<file path="config.mk">
export PLATFORM = sky130hd
export DESIGN_NAME = software_timer_bank
export DESIGN_NICKNAME = d
export VERILOG_FILES = /design/src/design/stb_pkg.sv /design/src/design/stb_ctrl.sv /design/src/design/stb_dp.sv /design/src/design/software_timer_bank.sv
export SDC_FILE = /design/constraint.sdc
export NUM_CORES = 1
export LEC_CHECK = 0
export ABC_AREA = 1
export BUFFER_PORTS_ARGS = -buffer_cell sky130_fd_sc_hd__buf_2
export CAP_MARGIN = 20
export CELL_PAD_IN_SITES_DETAIL_PLACEMENT = 1
export CELL_PAD_IN_SITES_GLOBAL_PLACEMENT = 1
export CORE_MARGIN = 2
export CORE_UTILIZATION = 45
export DETAILED_ROUTE_END_ITERATION = 16
export GPL_TIMING_DRIVEN = 0
export PLACE_DENSITY = 0.76
export SLEW_MARGIN = 20
export SYNTH_ARGS = -nofsm -noshare
export SYNTH_HDL_FRONTEND = slang
export SYNTH_HIERARCHICAL = 1
export SYNTH_SLANG_ARGS = --single-unit
</file>
<file path="constraint.sdc">
create_clock -name clk -period 6.75 [get_ports clk]
set_input_delay 1.35 -clock clk [delete_from_list [all_inputs] [get_ports clk]]
set_output_delay 1.35 -clock clk [all_outputs]
set_load 0.02 [all_outputs]
</file>
<file path="src/design/stb_pkg.sv">
package stb_pkg;

	localparam int NUM_TIMERS_DEF = 16;
	localparam int MAX_SLOTS      = 16;  // ids are 4 bits wide
	localparam int ID_W           = 4;
	localparam int DATA_W         = 32;
	localparam int INTERVAL_W     = 16;

	typedef enum logic [1:0] {
		OP_TICK   = 2'd0,
		OP_ADD    = 2'd1,
		OP_REARM  = 2'd2,
		OP_DELETE = 2'd3
	} op_t;

	typedef enum logic [1:0] {
		ST_OK         = 2'd0,
		ST_NOT_ACTIVE = 2'd1,
		ST_FULL       = 2'd2
	} status_t;

	typedef struct packed {
		op_t                       opcode;
		logic [ID_W-1:0]           timer_id;
		logic [DATA_W-1:0]         timeout;
		logic signed [DATA_W-1:0]  user_data;
	} tmr_req_t;

	typedef struct packed {
		status_t                   status;
		logic [ID_W-1:0]           result_id;
		logic signed [DATA_W-1:0]  expired_data;
		logic                      is_expiry;
		logic                      last;
	} tmr_rsp_t;

	typedef enum logic [1:0] {
		S_IDLE,
		S_SCAN,
		S_FLUSH
	} stb_state_t;

	// controller -> datapath
	typedef struct packed {
		logic load_op;     // execute add / rearm / delete, load response
		logic start_tick;  // begin slot scan
		logic scan_step;   // process current slot, advance index
		logic flush_push;  // send held expiry with last set
	} stb_cmd_t;

	// datapath -> controller
	typedef struct packed {
		logic out_space;   // output register can take a response this cycle
		logic hit;         // current slot is active and expires
		logic pend_valid;  // an expiry is held back
		logic scan_last;   // current slot is the final one
	} stb_sts_t;

endpackage

</file>
<file path="src/design/stb_ctrl.sv">
module stb_ctrl (
	input  logic                clk,
	input  logic                arst_n,
	input  logic                in_valid,
	input  stb_pkg::op_t        opcode,
	input  stb_pkg::stb_sts_t   sts,
	output logic                in_stall,
	output stb_pkg::stb_cmd_t   cmd
);
	import stb_pkg::*;

	stb_state_t state_q;
	stb_state_t state_d;
	logic       step_ok;

	// a second expiry may only be found once the held one can leave
	assign step_ok = !(sts.hit && sts.pend_valid && !sts.out_space);

	always_ff @(posedge clk or negedge arst_n) begin
		if (!arst_n) begin
			state_q <= S_IDLE;
		end else begin
			state_q <= state_d;
		end
	end

	always_comb begin
		state_d = state_q;
		case (state_q)
			S_IDLE: begin
				if (in_valid && sts.out_space && opcode == OP_TICK) begin
					state_d = S_SCAN;
				end
			end
			S_SCAN: begin
				if (step_ok && sts.scan_last) begin
					state_d = S_FLUSH;
				end
			end
			S_FLUSH: begin
				if (!sts.pend_valid || sts.out_space) begin
					state_d = S_IDLE;
				end
			end
			default: begin
				state_d = S_IDLE;
			end
		endcase
	end

	always_comb begin
		cmd      = '0;
		in_stall = 1'b1;
		case (state_q)
			S_IDLE: begin
				in_stall       = !sts.out_space;
				cmd.load_op    = in_valid && sts.out_space && opcode != OP_TICK;
				cmd.start_tick = in_valid && sts.out_space && opcode == OP_TICK;
			end
			S_SCAN: begin
				cmd.scan_step = step_ok;
			end
			S_FLUSH: begin
				cmd.flush_push = sts.pend_valid && sts.out_space;
			end
			default: begin
				in_stall = 1'b1;
			end
		endcase
	end

endmodule

</file>
<file path="src/design/stb_dp.sv">
module stb_dp #(
	parameter int SLOT_COUNT = stb_pkg::MAX_SLOTS
) (
	input  logic                                clk,
	input  logic                                arst_n,
	input  logic                                cfg_we,
	input  logic [stb_pkg::INTERVAL_W-1:0]      cfg_wdata,
	input  stb_pkg::tmr_req_t                   req,
	input  logic                                out_stall,
	input  stb_pkg::stb_cmd_t                   cmd,
	output stb_pkg::stb_sts_t                   sts,
	output logic                                out_valid,
	output stb_pkg::tmr_rsp_t                   out_data
);
	import stb_pkg::*;

	localparam int IDX_W = $clog2(SLOT_COUNT);

	logic [SLOT_COUNT-1:0]       active_q;
	logic [DATA_W-1:0]           rem_q [SLOT_COUNT];
	logic signed [DATA_W-1:0]    data_q [SLOT_COUNT];
	logic [INTERVAL_W-1:0]       interval_q;
	logic [IDX_W-1:0]            idx_q;
	logic                        pend_valid_q;
	logic [IDX_W-1:0]            pend_id_q;
	logic signed [DATA_W-1:0]    pend_data_q;
	logic                        out_valid_q;
	tmr_rsp_t                    out_q;

	logic                        free_found;
	logic [IDX_W-1:0]            free_idx;
	logic [IDX_W-1:0]            req_idx;
	logic                        id_ok;
	logic [DATA_W-1:0]           interval_ext;
	logic [DATA_W-1:0]           cur_rem;
	logic                        hit;
	logic                        push_mid;
	logic                        take;
	tmr_rsp_t                    op_rsp;

	assign interval_ext = {{(DATA_W-INTERVAL_W){1'b0}}, interval_q};
	assign req_idx      = req.timer_id[IDX_W-1:0];
	assign id_ok        = ({{(32-ID_W){1'b0}}, req.timer_id} < 32'(SLOT_COUNT))
	                      && active_q[req_idx];
	assign cur_rem      = rem_q[idx_q];
	assign hit          = active_q[idx_q] && (cur_rem <= interval_ext);
	assign push_mid     = cmd.scan_step && hit && pend_valid_q;
	assign take         = out_valid_q && !out_stall;

	// lowest free slot
	always_comb begin
		free_found = 1'b0;
		free_idx   = '0;
		for (int i = SLOT_COUNT - 1; i >= 0; i--) begin
			if (!active_q[i]) begin
				free_found = 1'b1;
				free_idx   = IDX_W'(i);
			end
		end
	end

	always_comb begin
		op_rsp              = '0;
		op_rsp.last         = 1'b1;
		op_rsp.status       = ST_OK;
		case (req.opcode)
			OP_ADD: begin
				if (free_found) begin
					op_rsp.result_id = ID_W'(free_idx);
				end else begin
					op_rsp.status    = ST_FULL;
				end
			end
			OP_REARM, OP_DELETE: begin
				if (id_ok) begin
					op_rsp.result_id = req.timer_id;
				end else begin
					op_rsp.status    = ST_NOT_ACTIVE;
				end
			end
			default: begin
				op_rsp.status = ST_OK;
			end
		endcase
	end

	always_ff @(posedge clk or negedge arst_n) begin
		if (!arst_n) begin
			active_q <= '0;
		end else begin
			if (cmd.load_op) begin
				if (req.opcode == OP_ADD && free_found) begin
					active_q[free_idx] <= 1'b1;
				end
				if (req.opcode == OP_DELETE && id_ok) begin
					active_q[req_idx] <= 1'b0;
				end
			end
			if (cmd.scan_step && hit) begin
				active_q[idx_q] <= 1'b0;
			end
		end
	end

	always_ff @(posedge clk) begin
		if (cmd.load_op && req.opcode == OP_ADD && free_found) begin
			rem_q[free_idx]  <= req.timeout;
			data_q[free_idx] <= req.user_data;
		end
		if (cmd.load_op && req.opcode == OP_REARM && id_ok) begin
			rem_q[req_idx] <= req.timeout;
		end
		if (cmd.scan_step && active_q[idx_q] && !hit) begin
			rem_q[idx_q] <= cur_rem - interval_ext;
		end
	end

	always_ff @(posedge clk or negedge arst_n) begin
		if (!arst_n) begin
			interval_q   <= INTERVAL_W'(1);
			idx_q        <= '0;
			pend_valid_q <= 1'b0;
			out_valid_q  <= 1'b0;
		end else begin
			if (cfg_we) begin
				interval_q <= cfg_wdata;
			end
			if (cmd.start_tick) begin
				idx_q <= '0;
			end else if (cmd.scan_step) begin
				idx_q <= idx_q + 1'b1;
			end
			if (cmd.scan_step && hit) begin
				pend_valid_q <= 1'b1;
			end else if (cmd.flush_push || cmd.start_tick) begin
				pend_valid_q <= 1'b0;
			end
			if (cmd.load_op || push_mid || cmd.flush_push) begin
				out_valid_q <= 1'b1;
			end else if (take) begin
				out_valid_q <= 1'b0;
			end
		end
	end

	always_ff @(posedge clk) begin
		if (cmd.scan_step && hit) begin
			pend_id_q   <= idx_q;
			pend_data_q <= data_q[idx_q];
		end
		if (cmd.load_op) begin
			out_q <= op_rsp;
		end else if (push_mid || cmd.flush_push) begin
			out_q.status       <= ST_OK;
			out_q.result_id    <= ID_W'(pend_id_q);
			out_q.expired_data <= pend_data_q;
			out_q.is_expiry    <= 1'b1;
			out_q.last         <= cmd.flush_push;
		end
	end

	assign sts.out_space  = !out_valid_q || !out_stall;
	assign sts.hit        = hit;
	assign sts.pend_valid = pend_valid_q;
	assign sts.scan_last  = idx_q == IDX_W'(SLOT_COUNT - 1);

	assign out_valid = out_valid_q;
	assign out_data  = out_q;

endmodule

</file>
<file path="src/design/software_timer_bank.sv">
// Bank of countdown timer slots.
// Request channel (in_valid / in_stall / in_data): each request is a tick,
// an add, a rearm or a delete. Response channel (out_valid / out_stall /
// out_data): add, rearm and delete give exactly one response with last set.
// A tick gives one expiry response per expired slot, ascending slot order,
// last set on the final one; a tick that expires nothing gives no response.
// Add/rearm/delete respond in the cycle after acceptance and, unless the
// output stalls, the next request can be taken in that same cycle, so one
// per cycle sustained. A tick walks the SLOT_COUNT (min(NUM_TIMERS,16))
// slots one per cycle through the shared compare/subtract unit, then flushes,
// holding in_stall high throughout. One expiry is held back until the next
// is found so the last flag is known; a stalled output register stalls the
// scan when a further expiry is found and, in idle, holds in_stall high.
// cfg_we/cfg_wdata write tick_interval; write it only while idle.
// Reset (arst_n low, asynchronous) frees all slots, sets tick_interval to 1
// and empties the output register. Slot counts and data are not cleared.
module software_timer_bank #(
	parameter int NUM_TIMERS = stb_pkg::NUM_TIMERS_DEF
) (
	input  logic                            clk,
	input  logic                            arst_n,
	input  logic                            cfg_we,
	input  logic [stb_pkg::INTERVAL_W-1:0]  cfg_wdata,
	input  logic                            in_valid,
	output logic                            in_stall,
	input  stb_pkg::tmr_req_t               in_data,
	output logic                            out_valid,
	input  logic                            out_stall,
	output stb_pkg::tmr_rsp_t               out_data
);
	import stb_pkg::*;

	// ids are 4 bits, so larger banks use only the first sixteen slots
	localparam int SLOT_COUNT = (NUM_TIMERS < MAX_SLOTS) ? NUM_TIMERS : MAX_SLOTS;

	stb_cmd_t cmd;
	stb_sts_t sts;

	stb_ctrl u_ctrl (
		.clk      (clk),
		.arst_n   (arst_n),
		.in_valid (in_valid),
		.opcode   (in_data.opcode),
		.sts      (sts),
		.in_stall (in_stall),
		.cmd      (cmd)
	);

	stb_dp #(
		.SLOT_COUNT (SLOT_COUNT)
	) u_dp (
		.clk       (clk),
		.arst_n    (arst_n),
		.cfg_we    (cfg_we),
		.cfg_wdata (cfg_wdata),
		.req       (in_data),
		.out_stall (out_stall),
		.cmd       (cmd),
		.sts       (sts),
		.out_valid (out_valid),
		.out_data  (out_data)
	);

	// held expiry is only released when the output register can take it
	a_push_has_room: assert property (@(posedge clk) disable iff (!arst_n)
		(cmd.flush_push || (cmd.scan_step && sts.hit && sts.pend_valid)) |-> sts.out_space)
		else $error("expiry pushed into a full output register");

	a_flush_has_pend: assert property (@(posedge clk) disable iff (!arst_n)
		cmd.flush_push |-> sts.pend_valid)
		else $error("flush without a held expiry");

	// single-response requests show up in the next cycle
	a_op_responds: assert property (@(posedge clk) disable iff (!arst_n)
		(in_valid && !in_stall && in_data.opcode != OP_TICK) |=> (out_valid && out_data.last))
		else $error("missing response for add/rearm/delete");

	a_one_cmd: assert property (@(posedge clk) disable iff (!arst_n)
		$onehot0({cmd.load_op, cmd.start_tick, cmd.scan_step, cmd.flush_push}))
		else $error("conflicting datapath commands");

endmodule

</file>
==> impl_metrics.yaml, run 1 <==
final_layout:
  multi_input_area_sq_um: 16300
  register_area_sq_um: 33700
  fill_cells: 12810
  fin_util_pct: 51.99
  finish.net_count: 5667
  area_growth_syn_to_layout_pct: 14.73
  drive_gt1_share_pct: 11.14
sta:
  setup_ws_ns: 0.02589
  min_period_ns: 6.724
  clock.fmax_mhz: 148.7
  slew_headroom_pct: 14.66
  setup-tns-final_ns: 0
  setup-violations-final: 0
  hold_viol_final: 0
  slew_violations: 0
  fin_skew_ns: 0.06112
  worstMarginPinSlew_ns: 1.271
  period_share_pct: 99.62
synthesis:
  synth.ff_latch_count: 1140
  yosys.area_share.simple_pct: 16.48
  synth_common_cells: "1315 x nand2_1, 1066 x edfxtp_1, 706 x o21ai_0"
  synth_area_leaders: "edfxtp_1 61%, nand2_1 9.4%, o21ai_0 6.7%"
  synth_edf_count: 1066
  synth_adder_area_share_pct: 0.5147
  synth-compound-area-share_pct: 12.97
  synth.distinct_cells: 44
  synth_top_area_share_pct: 60.96
  ys.warnings.count: 6
  synthMuxAreaShare_pct: 0.02144
  ys_async_sr_fraction_pct: 3.509
  synth_top_area_cell: "edfxtp_1"
  synth.most_common_cell: "nand2_1"
  syn_avg_cell_area_sq_um: 9.919
  synth_top_flop_cell: "edfxtp_1"
  syn_inst: 5294
  synth_area_sq_um: 52510
  synthXorXnorAreaFrac_pct: 0.4170
  syn-num-nets: 5406
  yosysSeqAreaShare_pct: 64.16
  synth_top_family_by_area: "simple AND/OR/NAND/NOR gates"
floorplan:
  dieArea_sq_um: 119400
  pin_count: 133
  die_x_um: 345.6
  initial_core_util_pct: 45.31
  core_area_sq_um: 115900
  die_h_um: 345.6
  rows: 125
power_and_ir_drop:
  pwr-share-seq_pct: 29.5
  comb_power_share_pct: 47.4
  power.share.clock_pct: 23.1
  power_w: 0.02875
  p_sw_share_pct: 47.40
  internal_power_w: 0.01512
  p_per_area_nw_per_um2: 477.2
  p_leak_nw: 22.85
  p_sw_w: 0.01363
  peakVddDrop_uv: 314.4
clock_tree:
  cts-buffers-inserted: 120
  cts_buffer_depth: 3
  path_clk_slew_ns: 0.06
  clk_latency_ns: 0.76
  ctsRootBufferMaster: "clkbuf_16"
  cts_max_level: 3
  clock_sinks: 1140
  cts_tree: "yes"
setup_path:
  crit_fanout: 22
  crit_type: "flop to flop"
  cp-end-kind: "flop"
  cp.required_ns: 7.17
  slowest_stage: "dfrtp_1"
  critPathArrivalTime_ns: 7.15
  cp_common_cell: "nand2_1"
  slowest_delay_ns: 0.48
  cp-start-kind: "flop"
placement:
  io_buffers: 97
  pre_cts_ws_ns: -3.726
  dp_hpwl_um: 144000
  place_congestion: 0.9584
run_status:
  status: "complete, no violations"
detailed_routing:
  drtIter0Drc: 5399
  wl_um: 214000
  drc: 0
  wl_per_cell_um: 29.75
  num_vias: 44760
  drtAntennaViolNets: 0
  firstDrtPassIters: 6
  viasPerCell: 6.224
grt:
  grt.overflow.total: 0
  grt_antenna_before_repair: 13
  grt_util_all_layers_pct: 34.85
  grt_pass1_vias: 45540
  grt_pass1_wl_um: 304500
  grt_max_degree: 41
worst_hold_path:
  holdCritPathClass: "flop to flop"
job:
  drv_cap: 0
cell type report:
cell class | count | area share (%)
clock buffers | 165 | 5.534
repair buffers | 145 | 1.969
flip-flops and latches | 1140 | 55.93
well taps | 1524 | 3.165
clock inverters | 64 | 0.9740
diodes | 6 | 0.02492
inverters | 191 | 1.200
plain buffers | 434 | 4.147
multi-input cells | 3523 | 27.06
stage by stage:
stage / instances / hold slack (ns) / instance area [sq um]
finish: 7192 / 0.4593 / 60250
floorplan: 5294 / 0.4444 / 52510
global placement: 6915 / 0.4375 / 54900
CTS: 7168 / 0.4607 / 59930
global route: 7190 / 0.4751 / 60240
detailed placement: 6936 / 0.4455 / 55470
cell families after synthesis:
kind of cell / Yosys count
AO/OA/AOI/OAI: 1300
XOR/XNOR: 25
multiplexers: 1
flip-flops: 1140
buffers and inverters: 631
AND/OR/NAND/NOR: 2176
adder cells (fa/ha/maj): 21
critical path: cells and delay by family, from the launching register on:
kind / cells / cell delay, ns
simple gates: 16 / 2.89
flops: 1 / 0.48
fa+ha+maj: 1 / 0.26
buf+inv: 11 / 2.68
path summary, 6_finish.rpt:
path                                          startpoint                        endpoint  slack (ns)  depth (start not counted)
max reg2reg                    u_dp/idx_q[2]$_DFFE_PN0P_     u_dp/rem_q[7][31]$_DFFE_PP_        0.03                         28
max                            u_dp/idx_q[2]$_DFFE_PN0P_     u_dp/rem_q[7][31]$_DFFE_PP_        0.03                         28
max in group asynchronous                         arst_n  u_dp/interval_q[9]$_DFFE_PN0P_        5.58                          1
min                        u_dp/out_data[0]$_SDFFE_PP1N_   u_dp/out_data[0]$_SDFFE_PP1N_        0.46                          2
min reg2reg                u_dp/out_data[0]$_SDFFE_PP1N_   u_dp/out_data[0]$_SDFFE_PP1N_        0.46                          2
min in group asynchronous                         arst_n      u_dp/out_valid$_DFFE_PN0P_        0.61                          1
power by group through the flow:
stage | Combinational (W) | Clock [W] | Sequential, W
6_report | 0.0136 | 0.00664 | 0.00849
3_3_place_gp | 0.0121 | 0 | 0.00864
5_1_grt | 0.0142 | 0.00693 | 0.00851
4_1_cts | 0.0130 | 0.00668 | 0.00848
3_5_place_dp | 0.0125 | 0 | 0.00863
2_1_floorplan | 0.00711 | 0 | 0.00858
timing repair:
item                                     CTS  global route
gates cloned                               0             1
buffers inserted                           8            18
resized for setup                        179            61
endpoints found under the setup margin  1128           667
hold buffers                               0             0
pin swaps                                  4             9
sequential cells by signal, indices dropped and copies added, names as in the netlist:
register           cells
u_ctrl/state_q         2
u_dp/active_q         16
u_dp/out_data         40
u_dp/pend_data_q      32
u_dp/idx_q             4
u_dp/rem_q           512
u_dp/interval_q       16
u_dp/data_q          512
u_dp/pend_id_q         4
u_dp/pend_valid_q      1
u_dp/out_valid         1
routing by layer:
layer | vias up | wire (um) | track usage, %
met5 | - | 56 | 0
met4 | 8 | 13840 | 20.48
met3 | 703 | 20240 | 5.648
met2 | 2720 | 102400 | 58.44
met1 | 22410 | 77430 | 42.59
li1 | 18930 | - | -
cells in the final DEF (no fill, tap or decap), types with 6 or more instances in the layout:
master,count
nand3b_1,6
nand3_2,10
buf_12,18
inv_2,21
nand4_1,78
dfrtp_1,37
o21ai_1,309
clkbuf_4,23
inv_1,167
a22oi_1,8
bufinv_16,7
nor3_1,18
clkbuf_16,124
clkinv_2,27
clkinv_1,22
o21ai_0,705
ha_1,18
clkbuf_2,34
clkbuf_1,221
a21oi_1,65
nand3_1,99
buf_16,6
o22ai_1,200
xor2_1,11
nor2_1,625
nand2_8,16
dfxtp_1,34
buf_6,42
buf_4,55
clkbuf_8,26
nand2_1,1296
nor2_2,11
buf_1,17
xnor2_1,14
buf_2,176
edfxtp_1,1066
diode_2,6
No activity file was read; power rests on OpenSTA's default activity.
==> inputs of run 2 (changes only) <==
--- a/config.mk
+++ b/config.mk
@@ -5,16 +5,15 @@
 export SDC_FILE = /design/constraint.sdc
 export NUM_CORES = 1
 export LEC_CHECK = 0
-export ABC_AREA = 1
 export BUFFER_PORTS_ARGS = -buffer_cell sky130_fd_sc_hd__buf_2
 export CAP_MARGIN = 20
 export CELL_PAD_IN_SITES_DETAIL_PLACEMENT = 1
 export CELL_PAD_IN_SITES_GLOBAL_PLACEMENT = 1
 export CORE_MARGIN = 2
-export CORE_UTILIZATION = 45
+export CORE_UTILIZATION = 50
 export DETAILED_ROUTE_END_ITERATION = 16
 export GPL_TIMING_DRIVEN = 0
-export PLACE_DENSITY = 0.76
+export PLACE_DENSITY = 0.77
 export SLEW_MARGIN = 20
 export SYNTH_ARGS = -nofsm -noshare
 export SYNTH_HDL_FRONTEND = slang
==> impl_metrics.yaml, run 2 <==
run_status:
  status: "complete, no violations"
setup_path:
  critPathArrivalTime_ns: 7.20
  critical_path.endpoint: "u_dp/rem_q[1][21]$_DFFE_PP_"
  r2r_start: "u_dp/idx_q[1]$_DFFE_PN0P_"
  r2r-end: "u_dp/rem_q[1][21]$_DFFE_PP_"
  cp-end-kind: "flop"
  crit_fanout: 12
  worstRegToRegCells: 23
  cp-start-kind: "flop"
  startpoint: "u_dp/idx_q[1]$_DFFE_PN0P_"
  rrSetupSlack_ns: 0.02
  crit_type: "flop to flop"
  cp.required_ns: 7.22
worst_hold_path:
  holdCritPathClass: "flop to flop"
power_and_ir_drop:
  comb_power_share_pct: 40.3
  p_sw_share_pct: 36.50
  p_leak_nw: 20.61
  peakVddDrop_uv: 281.3
  pwr-share-seq_pct: 33.2
  p_sw_w: 0.009036
  p_per_area_nw_per_um2: 403.1
  power.share.clock_pct: 26.5
  internal_power_w: 0.01572
clock_tree:
  ctsRootBufferMaster: "clkbuf_16"
  cts_max_level: 3
  path_clk_slew_ns: 0.06
  ctsHoldBuffers: 0
  cts_buffer_depth: 3
  cts-buffers-inserted: 116
  cts_tree: "yes"
  clock_sinks: 1140
  clk_latency_ns: 0.75
placement:
  place_congestion: 0.8611
  pre_cts_ws_ns: -4.814
  dp_hpwl_um: 107000
  io_buffers: 129
  place_area_sq_um: 56600
detailed_routing:
  drc: 0
  viasPerCell: 6.511
  firstDrtPassIters: 5
  drtAntennaViolNets: 0
  drtIter0Drc: 3736
  wl_per_cell_um: 34.61
  wl_um: 160200
  num_vias: 30130
sta:
  setup_ws_ns: 0.02363
  period_share_pct: 99.65
  slew_violations: 0
  worstMarginPinSlew_ns: 1.193
  timing.hold.ws_ns: 0.4560
  rsz0062_at_grt: "true"
  fin_skew_ns: 0.06209
  min_period_ns: 6.726
  setup-violations-final: 0
  slew_headroom_pct: 20.47
  hold_viol_final: 0
  clock.fmax_mhz: 148.7
grt:
  grt.busiest_layer: "met2"
  gr-usage-met2_pct: 50.12
  grt_max_degree: 41
  grt_util_all_layers_pct: 30.00
  grt_pass1_vias: 31770
  met1_usage_pct: 38.93
  use_met3_pct: 6.001
  grt_antenna_before_repair: 11
  grt_pass1_wl_um: 229500
  grt.overflow.total: 0
synthesis:
  synth_edf_count: 1066
  ys_async_sr_fraction_pct: 3.509
  synth.most_common_cell: "edfxtp_1"
  synth_top_area_cell: "edfxtp_1"
  syn-num-nets: 2885
  yosysSeqAreaShare_pct: 64.46
  synth_common_cells: "1066 x edfxtp_1, 318 x mux4_2, 260 x mux2_4"
  synth_area_leaders: "edfxtp_1 61%, mux4_2 14%, mux2_4 7.5%"
  synth_top_area_share_pct: 61.24
  synth_area_sq_um: 52270
  synth_top_flop_cell: "edfxtp_1"
  syn_avg_cell_area_sq_um: 18.85
  ys.warnings.count: 6
  synth.ff_latch_count: 1140
  syn_inst: 2773
  synth.distinct_cells: 72
final_layout:
  layout_commonest_cell: "edfxtp_1"
  area_growth_syn_to_layout_pct: 17.49
  fill_cells: 9040
  finish.net_count: 3253
  final_cell_area_sq_um: 61410
  drive_gt1_share_pct: 43.32
  final_cell_mix: "1066 x edfxtp_1, 318 x mux4_2, 260 x mux2_4"
floorplan:
  initial_core_util_pct: 50.43
  core_area_sq_um: 103600
  die_h_um: 327.3
  die_x_um: 327.3
  pin_count: 133
  dieArea_sq_um: 107100
  rows: 118
job:
  drv_cap: 0
[run 2: cell count changes in the layout (fill, tap and decap cells not counted), moves of 260 or more]
cell and delta:
o21ai_0 -674, o21ai_1 -308, nand2_1 -1164, mux2_4 +260, nor2_1 -575, mux4_2 +318
[run 2: worst min-delay path by stage]
| stage | from | end | depth (start not counted) |
|---|---|---|---|
| 2_1_floorplan | u_dp/idx_q[2]$_DFFE_PN0P_ | u_dp/pend_id_q[2]$_DFFE_PN_ | 0 |
| 3_3_place_gp | u_dp/idx_q[3]$_DFFE_PN0P_ | u_dp/pend_id_q[3]$_DFFE_PN_ | 0 |
| 3_5_place_dp | u_dp/out_data[31]$_SDFFE_PP0N_ | u_dp/out_data[31]$_SDFFE_PP0N_ | 2 |
| 4_1_cts | u_dp/out_data[19]$_SDFFE_PP0N_ | u_dp/out_data[19]$_SDFFE_PP0N_ | 2 |
| 5_1_grt | u_dp/out_data[29]$_SDFFE_PP0N_ | u_dp/out_data[29]$_SDFFE_PP0N_ | 2 |
| 6_report | u_dp/out_data[29]$_SDFFE_PP0N_ | u_dp/out_data[29]$_SDFFE_PP0N_ | 2 |
[run 2: logic make-up (layout without fill, tap and decap cells)]
kind of cell | count (synthesis) | count (layout) | synth area share, %
other | 0 | 7 | 0
flip-flops | 1140 | 1140 | 64.46
multiplexers | 825 | 825 | 26.56
XOR/XNOR | 31 | 31 | 0.5194
adder cells (fa/ha/maj) | 21 | 21 | 0.5171
AO/OA/AOI/OAI | 207 | 207 | 2.485
buffers and inverters | 257 | 725 | 2.492
AND/OR/NAND/NOR | 292 | 292 | 2.968
[run 2: worst max-delay path, cell delays in order, from the launching register on]
cell,delay (ns)
dfrtp_2,0.44
buf_8,0.20
buf_6,0.21
clkbuf_16,0.22
buf_8,0.22
clkbuf_8,0.25
buf_6,0.22
mux4_2,0.32
mux4_2,0.54
ha_4,0.34
nand4_1,0.14
nor2_2,0.17
nand2_1,0.14
or4_4,0.60
a2111oi_4,0.52
buf_4,0.20
nand3b_1,0.13
nor2b_2,0.22
nand2_2,0.25
nor4_4,0.10
clkbuf_4,0.30
o21bai_4,0.25
buf_16,0.22
buf_16,0.17
[run 2: power by group through the flow]
stage,logic (W),registers (W),clock network (W)
6_report,0.00996,0.00823,0.00656
5_1_grt,0.0104,0.00823,0.00686
4_1_cts,0.00972,0.00822,0.00663
3_5_place_dp,0.00928,0.00833,0
3_3_place_gp,0.00863,0.00832,0
2_1_floorplan,0.00622,0.00829,0
[run 2: cell type report]
class / count / area, sq um / share of cell area, %
antenna: 7 / 17.52 / 0.02852
clock buffer: 141 / 3077 / 5.010
sequential: 1140 / 33700 / 54.87
inverter: 30 / 112.6 / 0.1834
timing repair buffer: 258 / 2519 / 4.101
buffer: 219 / 1673 / 2.724
clock inverter: 77 / 809.5 / 1.318
multi-input combinational: 1376 / 17780 / 28.95
tap: 1380 / 1727 / 2.812
[run 2: metal layers]
layer / share of wire [%] / routed length (um)
met3: 8.9 / 14320
met2: 49 / 79220
met4: 4.2 / 6670
met1: 37 / 59960
met5: 0.015 / 24
[run 2: what timing repair did]
item                        CTS  global route
setup buffers                37             3
setup endpoints to repair  1128           695
resized for setup           161            34
pin swaps                    20             6
[run 2: stage by stage]
stage / total power [W] / std cells / TNS [ns] / util, %
2_1_floorplan: 0.01451 / 2773 / 0 / -
3_3_place_gp: 0.01695 / 4282 / -5002.03 / 52.92
3_5_place_dp: 0.01761 / 4371 / -4395.47 / 54.61
4_1_cts: 0.02457 / 4620 / 0 / 59.11
5_1_grt: 0.02553 / 4622 / -0.7615 / 59.24
6_report: 0.02475 / 4628 / 0 / 59.25
